File: src/hw/rtl/cs_pkg.sv
// Shared constants and types of the chunk sorter.
package cs_pkg;

  // Largest chunk the store can hold
  localparam int unsigned MAX_CHUNK = 64;
  // Index into the chunk store
  localparam int unsigned IDX_W     = $clog2(MAX_CHUNK);
  // Fill count, able to hold MAX_CHUNK itself
  localparam int unsigned CNT_W     = $clog2(MAX_CHUNK + 1);
  // Width of the run length register
  localparam int unsigned SIZE_W    = 7;
  // Width of one stored value
  localparam int unsigned DATA_W    = 32;

  // Register index of the run length
  localparam logic REG_RUN_LEN      = 1'b0;
  // Reset value of the run length
  localparam logic [SIZE_W-1:0] RUN_LEN_RST = SIZE_W'(64);

  // Sequencer states
  typedef enum logic [1:0] {
    ST_IDLE,
    ST_READ,
    ST_CMP,
    ST_DRAIN
  } state_e;

endpackage

File: src/hw/rtl/cs_ram.sv
// Generic single-write, single-read RAM with registered read data.
module cs_ram #(
  parameter int unsigned WIDTH = 32,
  parameter int unsigned DEPTH = 64
) (
  input  logic                     clk_i,
  input  logic                     we_i,
  input  logic [$clog2(DEPTH)-1:0] waddr_i,
  input  logic [WIDTH-1:0]         wdata_i,
  input  logic [$clog2(DEPTH)-1:0] raddr_i,
  output logic [WIDTH-1:0]         rdata_o
);

  logic [WIDTH-1:0] mem_q [DEPTH];

  // Write port and registered read port
  always_ff @(posedge clk_i) begin
    if (we_i) begin
      mem_q[waddr_i] <= wdata_i;
    end
    rdata_o <= mem_q[raddr_i];
  end

endmodule

File: src/hw/rtl/chunk_sorter.sv
// Top level of the chunk sorter: insertion sequencer, drain and register port.
// Insertion: a value arriving at the fill position moves down slot by slot,
//   alternating READ and CMP states; one compare per RAM read.
// A closing chunk then drains: first result the cycle after the drain starts,
//   one result per cycle; busy drops as the last result is presented.
// Reset clears the sequencer, fill count and run length (to 64); the chunk
//   store is not cleared. Results cannot be stalled by the receiver.
module chunk_sorter
  import cs_pkg::*;
(
  input  logic                     clk_i,
  input  logic                     rst_ni,
  // Command channel
  input  logic                     start,
  output logic                     busy,
  input  logic signed [DATA_W-1:0] value_i,
  input  logic                     end_of_data_i,
  // Result channel
  output logic                     result_valid_o,
  output logic signed [DATA_W-1:0] sorted_value_o,
  output logic                     last_of_run_o,
  // Register port
  input  logic                     psel,
  input  logic                     penable,
  input  logic                     pwrite,
  input  logic [2:0]               paddr,
  input  logic [31:0]              pwdata,
  output logic [31:0]              prdata,
  output logic                     pready
);

  state_e                   state_q, state_d;
  logic [CNT_W-1:0]         fill_q, fill_d;
  logic [IDX_W-1:0]         pos_q, pos_d;
  logic [IDX_W-1:0]         idx_q, idx_d;
  logic signed [DATA_W-1:0] key_q, key_d;
  logic                     eod_q, eod_d;
  logic [SIZE_W-1:0]        run_len_q;
  logic                     res_valid_q, res_valid_d;
  logic                     last_q, last_d;

  logic                     accept;
  logic                     ram_we;
  logic [IDX_W-1:0]         ram_waddr, ram_raddr;
  logic signed [DATA_W-1:0] ram_wdata, ram_rdata;
  logic [SIZE_W-1:0]        eff_size;
  logic [CNT_W-1:0]         fill_inc;
  logic                     close_chunk;
  logic                     key_less;
  logic                     drain_last;
  logic                     cfg_write;

  assign accept = start && !busy;
  assign busy   = (state_q != ST_IDLE);

  // Saturate the run length into 1..MAX_CHUNK
  always_comb begin
    if (run_len_q == '0) begin
      eff_size = SIZE_W'(1);
    end else if (run_len_q > SIZE_W'(MAX_CHUNK)) begin
      eff_size = SIZE_W'(MAX_CHUNK);
    end else begin
      eff_size = run_len_q;
    end
  end

  assign fill_inc    = fill_q + CNT_W'(1);
  assign close_chunk = eod_q || (SIZE_W'(fill_inc) >= eff_size);
  assign key_less    = key_q < ram_rdata;
  assign drain_last  = (idx_q == IDX_W'(fill_q - CNT_W'(1)));

  // Next state
  always_comb begin
    state_d = state_q;
    case (state_q)
      ST_IDLE: begin
        if (accept) state_d = ST_READ;
      end
      ST_READ: begin
        if (pos_q != '0) begin
          state_d = ST_CMP;
        end else begin
          state_d = close_chunk ? ST_DRAIN : ST_IDLE;
        end
      end
      ST_CMP: begin
        if (key_less) begin
          state_d = ST_READ;
        end else begin
          state_d = close_chunk ? ST_DRAIN : ST_IDLE;
        end
      end
      ST_DRAIN: begin
        if (drain_last) state_d = ST_IDLE;
      end
      default: state_d = ST_IDLE;
    endcase
  end

  // Datapath and RAM control
  always_comb begin
    fill_d      = fill_q;
    pos_d       = pos_q;
    idx_d       = idx_q;
    key_d       = key_q;
    eod_d       = eod_q;
    res_valid_d = 1'b0;
    last_d      = 1'b0;
    ram_we      = 1'b0;
    ram_waddr   = pos_q;
    ram_wdata   = key_q;
    ram_raddr   = pos_q - IDX_W'(1);
    case (state_q)
      ST_IDLE: begin
        if (accept) begin
          key_d = value_i;
          eod_d = end_of_data_i;
          pos_d = IDX_W'(fill_q);
        end
      end
      ST_READ: begin
        // Land at slot zero, else fetch the neighbor below
        if (pos_q == '0) begin
          ram_we = 1'b1;
          fill_d = fill_inc;
          idx_d  = '0;
        end
      end
      ST_CMP: begin
        if (key_less) begin
          // Shift the larger neighbor up one slot
          ram_we    = 1'b1;
          ram_wdata = ram_rdata;
          pos_d     = pos_q - IDX_W'(1);
        end else begin
          // Place the key above the smaller or equal neighbor
          ram_we = 1'b1;
          fill_d = fill_inc;
          idx_d  = '0;
        end
      end
      ST_DRAIN: begin
        ram_raddr   = idx_q;
        res_valid_d = 1'b1;
        last_d      = drain_last;
        idx_d       = idx_q + IDX_W'(1);
        if (drain_last) fill_d = '0;
      end
      default: ;
    endcase
  end

  // Sequencer and datapath registers
  always_ff @(posedge clk_i or negedge rst_ni) begin
    if (!rst_ni) begin
      state_q     <= ST_IDLE;
      fill_q      <= '0;
      res_valid_q <= 1'b0;
    end else begin
      state_q     <= state_d;
      fill_q      <= fill_d;
      res_valid_q <= res_valid_d;
    end
  end

  always_ff @(posedge clk_i) begin
    pos_q  <= pos_d;
    idx_q  <= idx_d;
    key_q  <= key_d;
    eod_q  <= eod_d;
    last_q <= last_d;
  end

  // Chunk store
  cs_ram #(
    .WIDTH (DATA_W),
    .DEPTH (MAX_CHUNK)
  ) u_store (
    .clk_i   (clk_i),
    .we_i    (ram_we),
    .waddr_i (ram_waddr),
    .wdata_i (ram_wdata),
    .raddr_i (ram_raddr),
    .rdata_o (ram_rdata)
  );

  assign result_valid_o = res_valid_q;
  assign sorted_value_o = ram_rdata;
  assign last_of_run_o  = last_q;

  // Register port: write on the access phase of a transfer
  assign pready    = 1'b1;
  assign cfg_write = psel && penable && pwrite && (paddr[2] == REG_RUN_LEN);

  always_ff @(posedge clk_i or negedge rst_ni) begin
    if (!rst_ni) begin
      run_len_q <= RUN_LEN_RST;
    end else if (cfg_write) begin
      run_len_q <= pwdata[SIZE_W-1:0];
    end
  end

  assign prdata = (paddr[2] == REG_RUN_LEN) ? 32'(run_len_q) : '0;

  // Checks
  a_fill_bound: assert property (@(posedge clk_i) disable iff (!rst_ni)
    fill_q <= CNT_W'(MAX_CHUNK))
    else $error("fill count above chunk capacity");

  a_drain_nonempty: assert property (@(posedge clk_i) disable iff (!rst_ni)
    (state_q == ST_DRAIN) |-> (fill_q != '0))
    else $error("drain of an empty chunk");

  a_run_continues: assert property (@(posedge clk_i) disable iff (!rst_ni)
    (res_valid_q && !last_q) |-> (state_q == ST_DRAIN))
    else $error("run ended without last marker");

  a_run_gap: assert property (@(posedge clk_i) disable iff (!rst_ni)
    (res_valid_q && last_q) |=> !res_valid_q)
    else $error("result right after end of run");

endmodule
File: config.mk
export PLATFORM = sky130hd
export DESIGN_NAME = chunk_sorter
export DESIGN_NICKNAME = d
export VERILOG_FILES = /design/src/hw/rtl/cs_pkg.sv /design/src/hw/rtl/cs_ram.sv /design/src/hw/rtl/chunk_sorter.sv
export SDC_FILE = /design/constraint.sdc
export NUM_CORES = 2
export LEC_CHECK = 0
export CAP_MARGIN = 20
export CORE_UTILIZATION = 55
export CTS_CLUSTER_DIAMETER = 50
export CTS_CLUSTER_SIZE = 20
export DETAILED_ROUTE_END_ITERATION = 6
export DONT_BUFFER_PORTS = 1
export PLACE_DENSITY = 0.7
export SLEW_MARGIN = 25
export SYNTH_ARGS = -nofsm -noshare
export SYNTH_HDL_FRONTEND = slang
export SYNTH_SLANG_ARGS = --single-unit
export TNS_END_PERCENT = 5
File: constraint.sdc
create_clock -name clk_i -period 8.3 [get_ports clk_i]
set_input_delay 0.415 -clock clk_i [delete_from_list [all_inputs] [get_ports clk_i]]
set_output_delay 0.415 -clock clk_i [all_outputs]
set_load 0.02 [all_outputs]
# Yosys cells after proc, flatten, opt, wreduce, memory -nomap -nowiden

Memories as Yosys holds them, arrays and structs flattened. A register that Yosys moved wholly into a read port is not among the register bits.
Index checks and enable logic that the tools add are counted.

Memory bits (writable): 2048
Word-level logic and storage cells: 72
Register bits after elaboration: 63
Input port bits: 74
Output and inout port bits: 68
Memories: 1

Memory list:

| name          | depth | bits a word | rd ports | clocked after Yosys merged registers in | wr ports | RTL line     | RTL |
|---|---|---|---|---|---|---|---|
| u_store.mem_q | 64    | 32          | 1        | 1                                       | 1        | cs_ram.sv:14 | `logic [WIDTH-1:0] mem_q [DEPTH];` |

Magnitude comparators: 3
Add/subtract/negate cells: 4
Reduce and logical (&&, ||, !) cells: 18
Bitwise logic cells: 1
Muxes and demuxes: 27
Equal/unequal tests: 9

Operators with widths:

| operator                                             | count |
|---|---|
| 2-to-1 mux 32 bit                                    | 2 |
| 2-to-1 mux 7 bit                                     | 6 |
| less-than comparator 32 bit                          | 1 |
| 2-to-1 mux 6 bit                                     | 5 |
| case mux 7 bit (3 select lines)                      | 1 |
| case mux 6 bit (3 select lines)                      | 1 |
| case mux 6 bit (2 select lines)                      | 1 |
| subtractor 6 x 1 -> 6 bit, second input constant     | 2 |
| 2-to-1 mux 2 bit                                     | 5 |
| != test 2 bit, second input constant                 | 5 |
| case mux 2 bit (4 select lines)                      | 1 |
| adder 7 x 1 -> 7 bit, second input constant          | 1 |
| >= comparator 7 bit                                  | 1 |
| greater-than comparator 7 bit, second input constant | 1 |
| logical NOT 7 bit                                    | 1 |
| adder 6 x 1 -> 6 bit, second input constant          | 1 |
| == test 6 bit                                        | 1 |
| logical NOT 6 bit                                    | 1 |
| AND reduction 3 bit                                  | 2 |
| nonzero test 6 bit                                   | 1 |
| == test 2 bit, second input constant                 | 2 |
| logical AND 1 bit                                    | 4 |
| 2-to-1 mux 1 bit                                     | 4 |
| AND reduction 2 bit                                  | 2 |
| 9 further kinds                                      | 10 |

# Depth between registers and ports, before layout

Depth after elaboration: 8
Depth in mapped cells: 12
Gate-level depth less buffers: 11

# Cells and area by module

Synthesis repeated with hierarchy kept, for this count alone.

Cells, all modules: 3737
Area total of the unflattened synthesis: 82843.2 um^2

By module, submodules not included:

| module       | instances | cells each | seq. area each (um^2) | area each (um^2) |
|---|---|---|---|---|
| cs_ram       | 1         | 3324       | 62139.6               | 78515.3 |
| chunk_sorter | 1         | 413        | 1798.0                | 4327.9 |

# Worst setup path before layout

No wires, ideal clock.

Path type: register to register
Start: register u_store.rdata_o[13], read port of u_store.mem_q
End: memory u_store.mem_q[0][11], data pin
Path buffers: 2
Cell stages (with the launch flop): 11
Data arrival time: 4.712 ns
Period minus slack after synthesis: 5.414 ns
Slack: 2.886 ns
Required time: 7.598 ns
Setup time: 0.702 ns
Cells stage by stage: dfxtp_1 -> inv_1 -> ha_1 -> and4_1 -> nand2_1 -> o311a_1 -> a21oi_1 -> mux2i_1 -> buf_2 -> clkbuf_1 -> o21ai_0

Longest elaborated chain between the ends: 3

Ends and longest elaborated chain:

| what                        | RTL line            | RTL |
|---|---|---|
| start: declaration          | cs_ram.sv:11        | `output logic [WIDTH-1:0] rdata_o` |
| less-than comparator 32 bit | chunk_sorter.sv:69  | `assign key_less = key_q < ram_rdata;` |
| 2-to-1 mux 32 bit           | chunk_sorter.sv:130 | `if (key_less) begin` |
| 2-to-1 mux 32 bit           | chunk_sorter.sv:113 | `case (state_q)` |
| via ram_wdata[11]           | chunk_sorter.sv:45  | `logic signed [DATA_W-1:0] ram_wdata, ram_rdata;` |
| end: declaration            | cs_ram.sv:14        |  |

The timed path passes the listed nets, and every way through them passes these cells.

# Worst setup path in the final report

Start: register u_store.rdata_o[10], read port of u_store.mem_q
End: memory u_store.mem_q[9][8], data pin

Same word-level chain as after synthesis.

==> results.cfg <==
[sta]
drv_slew = 0
clock.fmax_mhz = 173.7
relSlewSlack_pct = 24.78
finalCritPeriodShare_pct = 69.36
setup_violations = 0
rsz0062_at_grt = no
hold_violations = 0
fin_crit_ns = 5.757
worst_slew_pin_slew_ns = 1.128
fin_ws_ns = 2.543
fin_setup_tns_ns = 0
finClkSkew_ns = 0.03047

[setup_path]
worstPathRequired_ns = 8.87
cp.arrival_ns = 6.33
critPathLaunchType = flop
cp-end-kind = flop
rrSetupSlack_ns = 2.54
ff2ff_path_depth = 11
r2r-end = u_store.mem_q[9][8]
critPathMaxFanout = 33
reg2reg_from = u_store.rdata_o[10]
crit_type = reg -> reg

[yosys]
synth-edff-count = 2093
synth_seq_cells = 2143
synth_cell_type_count = 52
ys.flop_type = edfxtp_1
syn_area_per_cell_um2 = 22.29
async_reset_ff_share_pct = 0.7933
synth_top_cell_by_area = edfxtp_1
synthCells = 3769
yosys_warnings = 0
syn_area_um2 = 84010
synth_top_area_share_pct = 74.82
yosys-top-cells-area = edfxtp_1 75%, mux4_2 14%, mux2i_1 5.8%, dfxtp_1 0.79%, buf_2 0.76%
seq_area_frac_synth_pct = 76.11

[detailed_routing]
wl_per_cell_um = 31.52
wl_mm = 191.4
initialDrtViolationCount = 4620
viasPerCell = 6.379
drtAntennaViolNets = 0
dr_total_vias = 38730
drc = 0
dr.pass1.iters = 5

[floorplanning]
dieArea_um2 = 154300
start_util_pct = 55.37
fp.dieH_um = 392.8
die_w_um = 392.8
num_rows = 143
ios = 142
core_area_um2 = 151700

[clock_network]
root_buffer = clkbuf_16
worstSkewPairLatency_ns = 0.80
cts.path.max_buffers = 3
cts.clk_slew.worst_paths_ns = 0.08
cts_inserted_buffers = 158
post_cts_buffers = 0
cts_tree = built
cts_sinks = 2143
cts_htree_levels = 4

[place]
gp_congestion = 0.8552
portBuffers = 0
place_hpwl_mm = 96.46
place_ws_ns = 2.680

[pwr]
peakVddDrop_mv = 0.5179
pwr-share-clk_pct = 21.9
switching_power_mw = 13.14
p_int_mw = 24.08
p_leak_nw = 30.63
power.density_nw_per_um2 = 398.3
pwr-share-comb_pct = 41.5
p_seq_share_pct = 36.6
sw_frac_of_total_pct = 35.31

[finish]
nNetsFinal = 4031
final_cell_mix = 2093 x edfxtp_1, 512 x mux4_2, 482 x mux2i_1
regArea_um2 = 63940
layout-drive-gt1-share_pct = 25.35
multi_input_area_um2 = 19790
final_common_cell = edfxtp_1
nFillCells = 10260
area_delta_synth_final_pct = 11.25

[grt]
grt_pass1_vias = 38620
globalRouteOverflowTotal = 0
track_usage_pct = 25.24
antenna_found_initial = 4
grt_pass1_wl_mm = 273.6
grt_max_degree = 137

[outcome]
outcome = finished, final reports clean

[worst_hold_path]
hold_end = run_len_q[1]
hp-class = in -> reg
hp-start = pwrite
worstHoldPathCells = 2

[flow_run]
drv_cap = 0
## cell usage after synthesis (all sizes together) (2+ instances only)
master and count:
nor2b 13, nand4 3, nand2 54, o21ai 39, edfxtp 2093, nor3b 2
clkbuf 31, buf 180, nor3 5, a41o 3, o21a 5, ha 47
nor4 2, xor2 11, a32o 4, and2 3, dfxtp 33, inv 42
and4 3, a21oi 18, conb 2, nor2 81, a31oi 3, nand2b 6
mux4 512, nand3 19, nand4b 2, a2111oi 2, or3 6, and3 5
mux2i 487, xnor2 9, a21o 2, mux2 13, dfrtp 16
## registers in the layout (all words and copies together) (netlist names)
signal	count
fill_q	7
key_q	32
idx_q	6
result_valid_o	1
last_of_run_o	1
pos_q	6
u_store.rdata_o	32
u_store.mem_q	2048
run_len_q	7
eod_q	1
state_q	2
## kinds of logic after synthesis
logic type	count (synthesis)	share of synthesized area (%)
flops	2143	76.11
mux	1012	19.70
buf+inv	253	1.518
simple gates	206	1.120
compound gates	86	0.6301
fa+ha+maj	47	0.7000
xor+xnor	20	0.2085
other cells	2	0.008940
## cell type report
| type | instances | area share, % |
|---|---|---|
| flip-flops and latches | 2143 | 68.42 |
| multi-input cells | 1397 | 21.18 |
| clock buffers | 184 | 4.561 |
| well taps | 2030 | 2.718 |
| repair buffers | 168 | 1.596 |
| clock inverters | 102 | 1.348 |
| inverters | 42 | 0.1687 |
| diodes | 5 | 0.01339 |
## metal layers
layer / vias up / wire length, µm / global-route usage (%)
li1: 15960 / - / -
met1: 20720 / 76440 / 36.28
met2: 1790 / 91750 / 39.63
met3: 263 / 18730 / 5.516
met4: 0 / 4447 / 6.579
met5: - / 0 / 0
## worst max-delay path, stage by stage, from the launching register on
cell       delay [ns]
dfxtp_1          0.77
inv_1            0.21
ha_1             0.45
nand2_1          0.08
o21ai_0          0.72
a2111oi_0        0.28
a21oi_1          0.51
mux2i_4          0.86
buf_4            0.60
nand2_1          0.18
o21ai_4          0.33
buf_4            0.43
## worst max-delay path by stage
stage                        start                   end  slack (ns)  cells past startpoint
2_1_floorplan  u_store.rdata_o[13]  u_store.mem_q[0][11]        2.89                     10
6_report       u_store.rdata_o[10]   u_store.mem_q[9][8]        2.54                     11
5_1_grt        u_store.rdata_o[10]  u_store.mem_q[28][9]        2.34                     11
4_1_cts        u_store.rdata_o[15]   u_store.mem_q[8][0]        2.66                      9
3_3_place_gp   u_store.rdata_o[11]  u_store.mem_q[46][0]        2.81                      9
3_5_place_dp   u_store.rdata_o[15]  u_store.mem_q[47][0]        2.68                      9
## power by group through the flow
stage | clock, mW | sequential [mW] | combinational [mW]
6_report | 8.16 | 13.6 | 15.4
2_1_floorplan | 0 | 13.8 | 11.1
5_1_grt | 8.66 | 13.7 | 16.4
3_5_place_dp | 0 | 13.9 | 15.5
3_3_place_gp | 0 | 13.8 | 15.3
4_1_cts | 8.29 | 13.6 | 15.6
## through the flow
| step | instances | hold WS (ns) | instance area, µm² | power, mW | util (%) |
|---|---|---|---|---|---|
| after floorplan | 3793 | 0.1194 | 84100 | 24.90 | - |
| after global placement | 5738 | 0.1205 | 87490 | 29.17 | 57.66 |
| after detailed placement | 5738 | 0.1205 | 87490 | 29.39 | 57.67 |
| after CTS | 6066 | 0.08482 | 93440 | 37.51 | 61.58 |
| after global routing | 6068 | 0.1519 | 93450 | 38.71 | 61.59 |
| final | 6071 | 0.1444 | 93450 | 37.22 | 61.59 |
## repair_timing
| action | in CTS | in global routing |
|---|---|---|
| resized for setup | 0 | 0 |
| hold buffers | 42 | 0 |
| endpoints found under the hold margin | 59 | 0 |
Note: power is estimated with default switching activity, not from simulation.
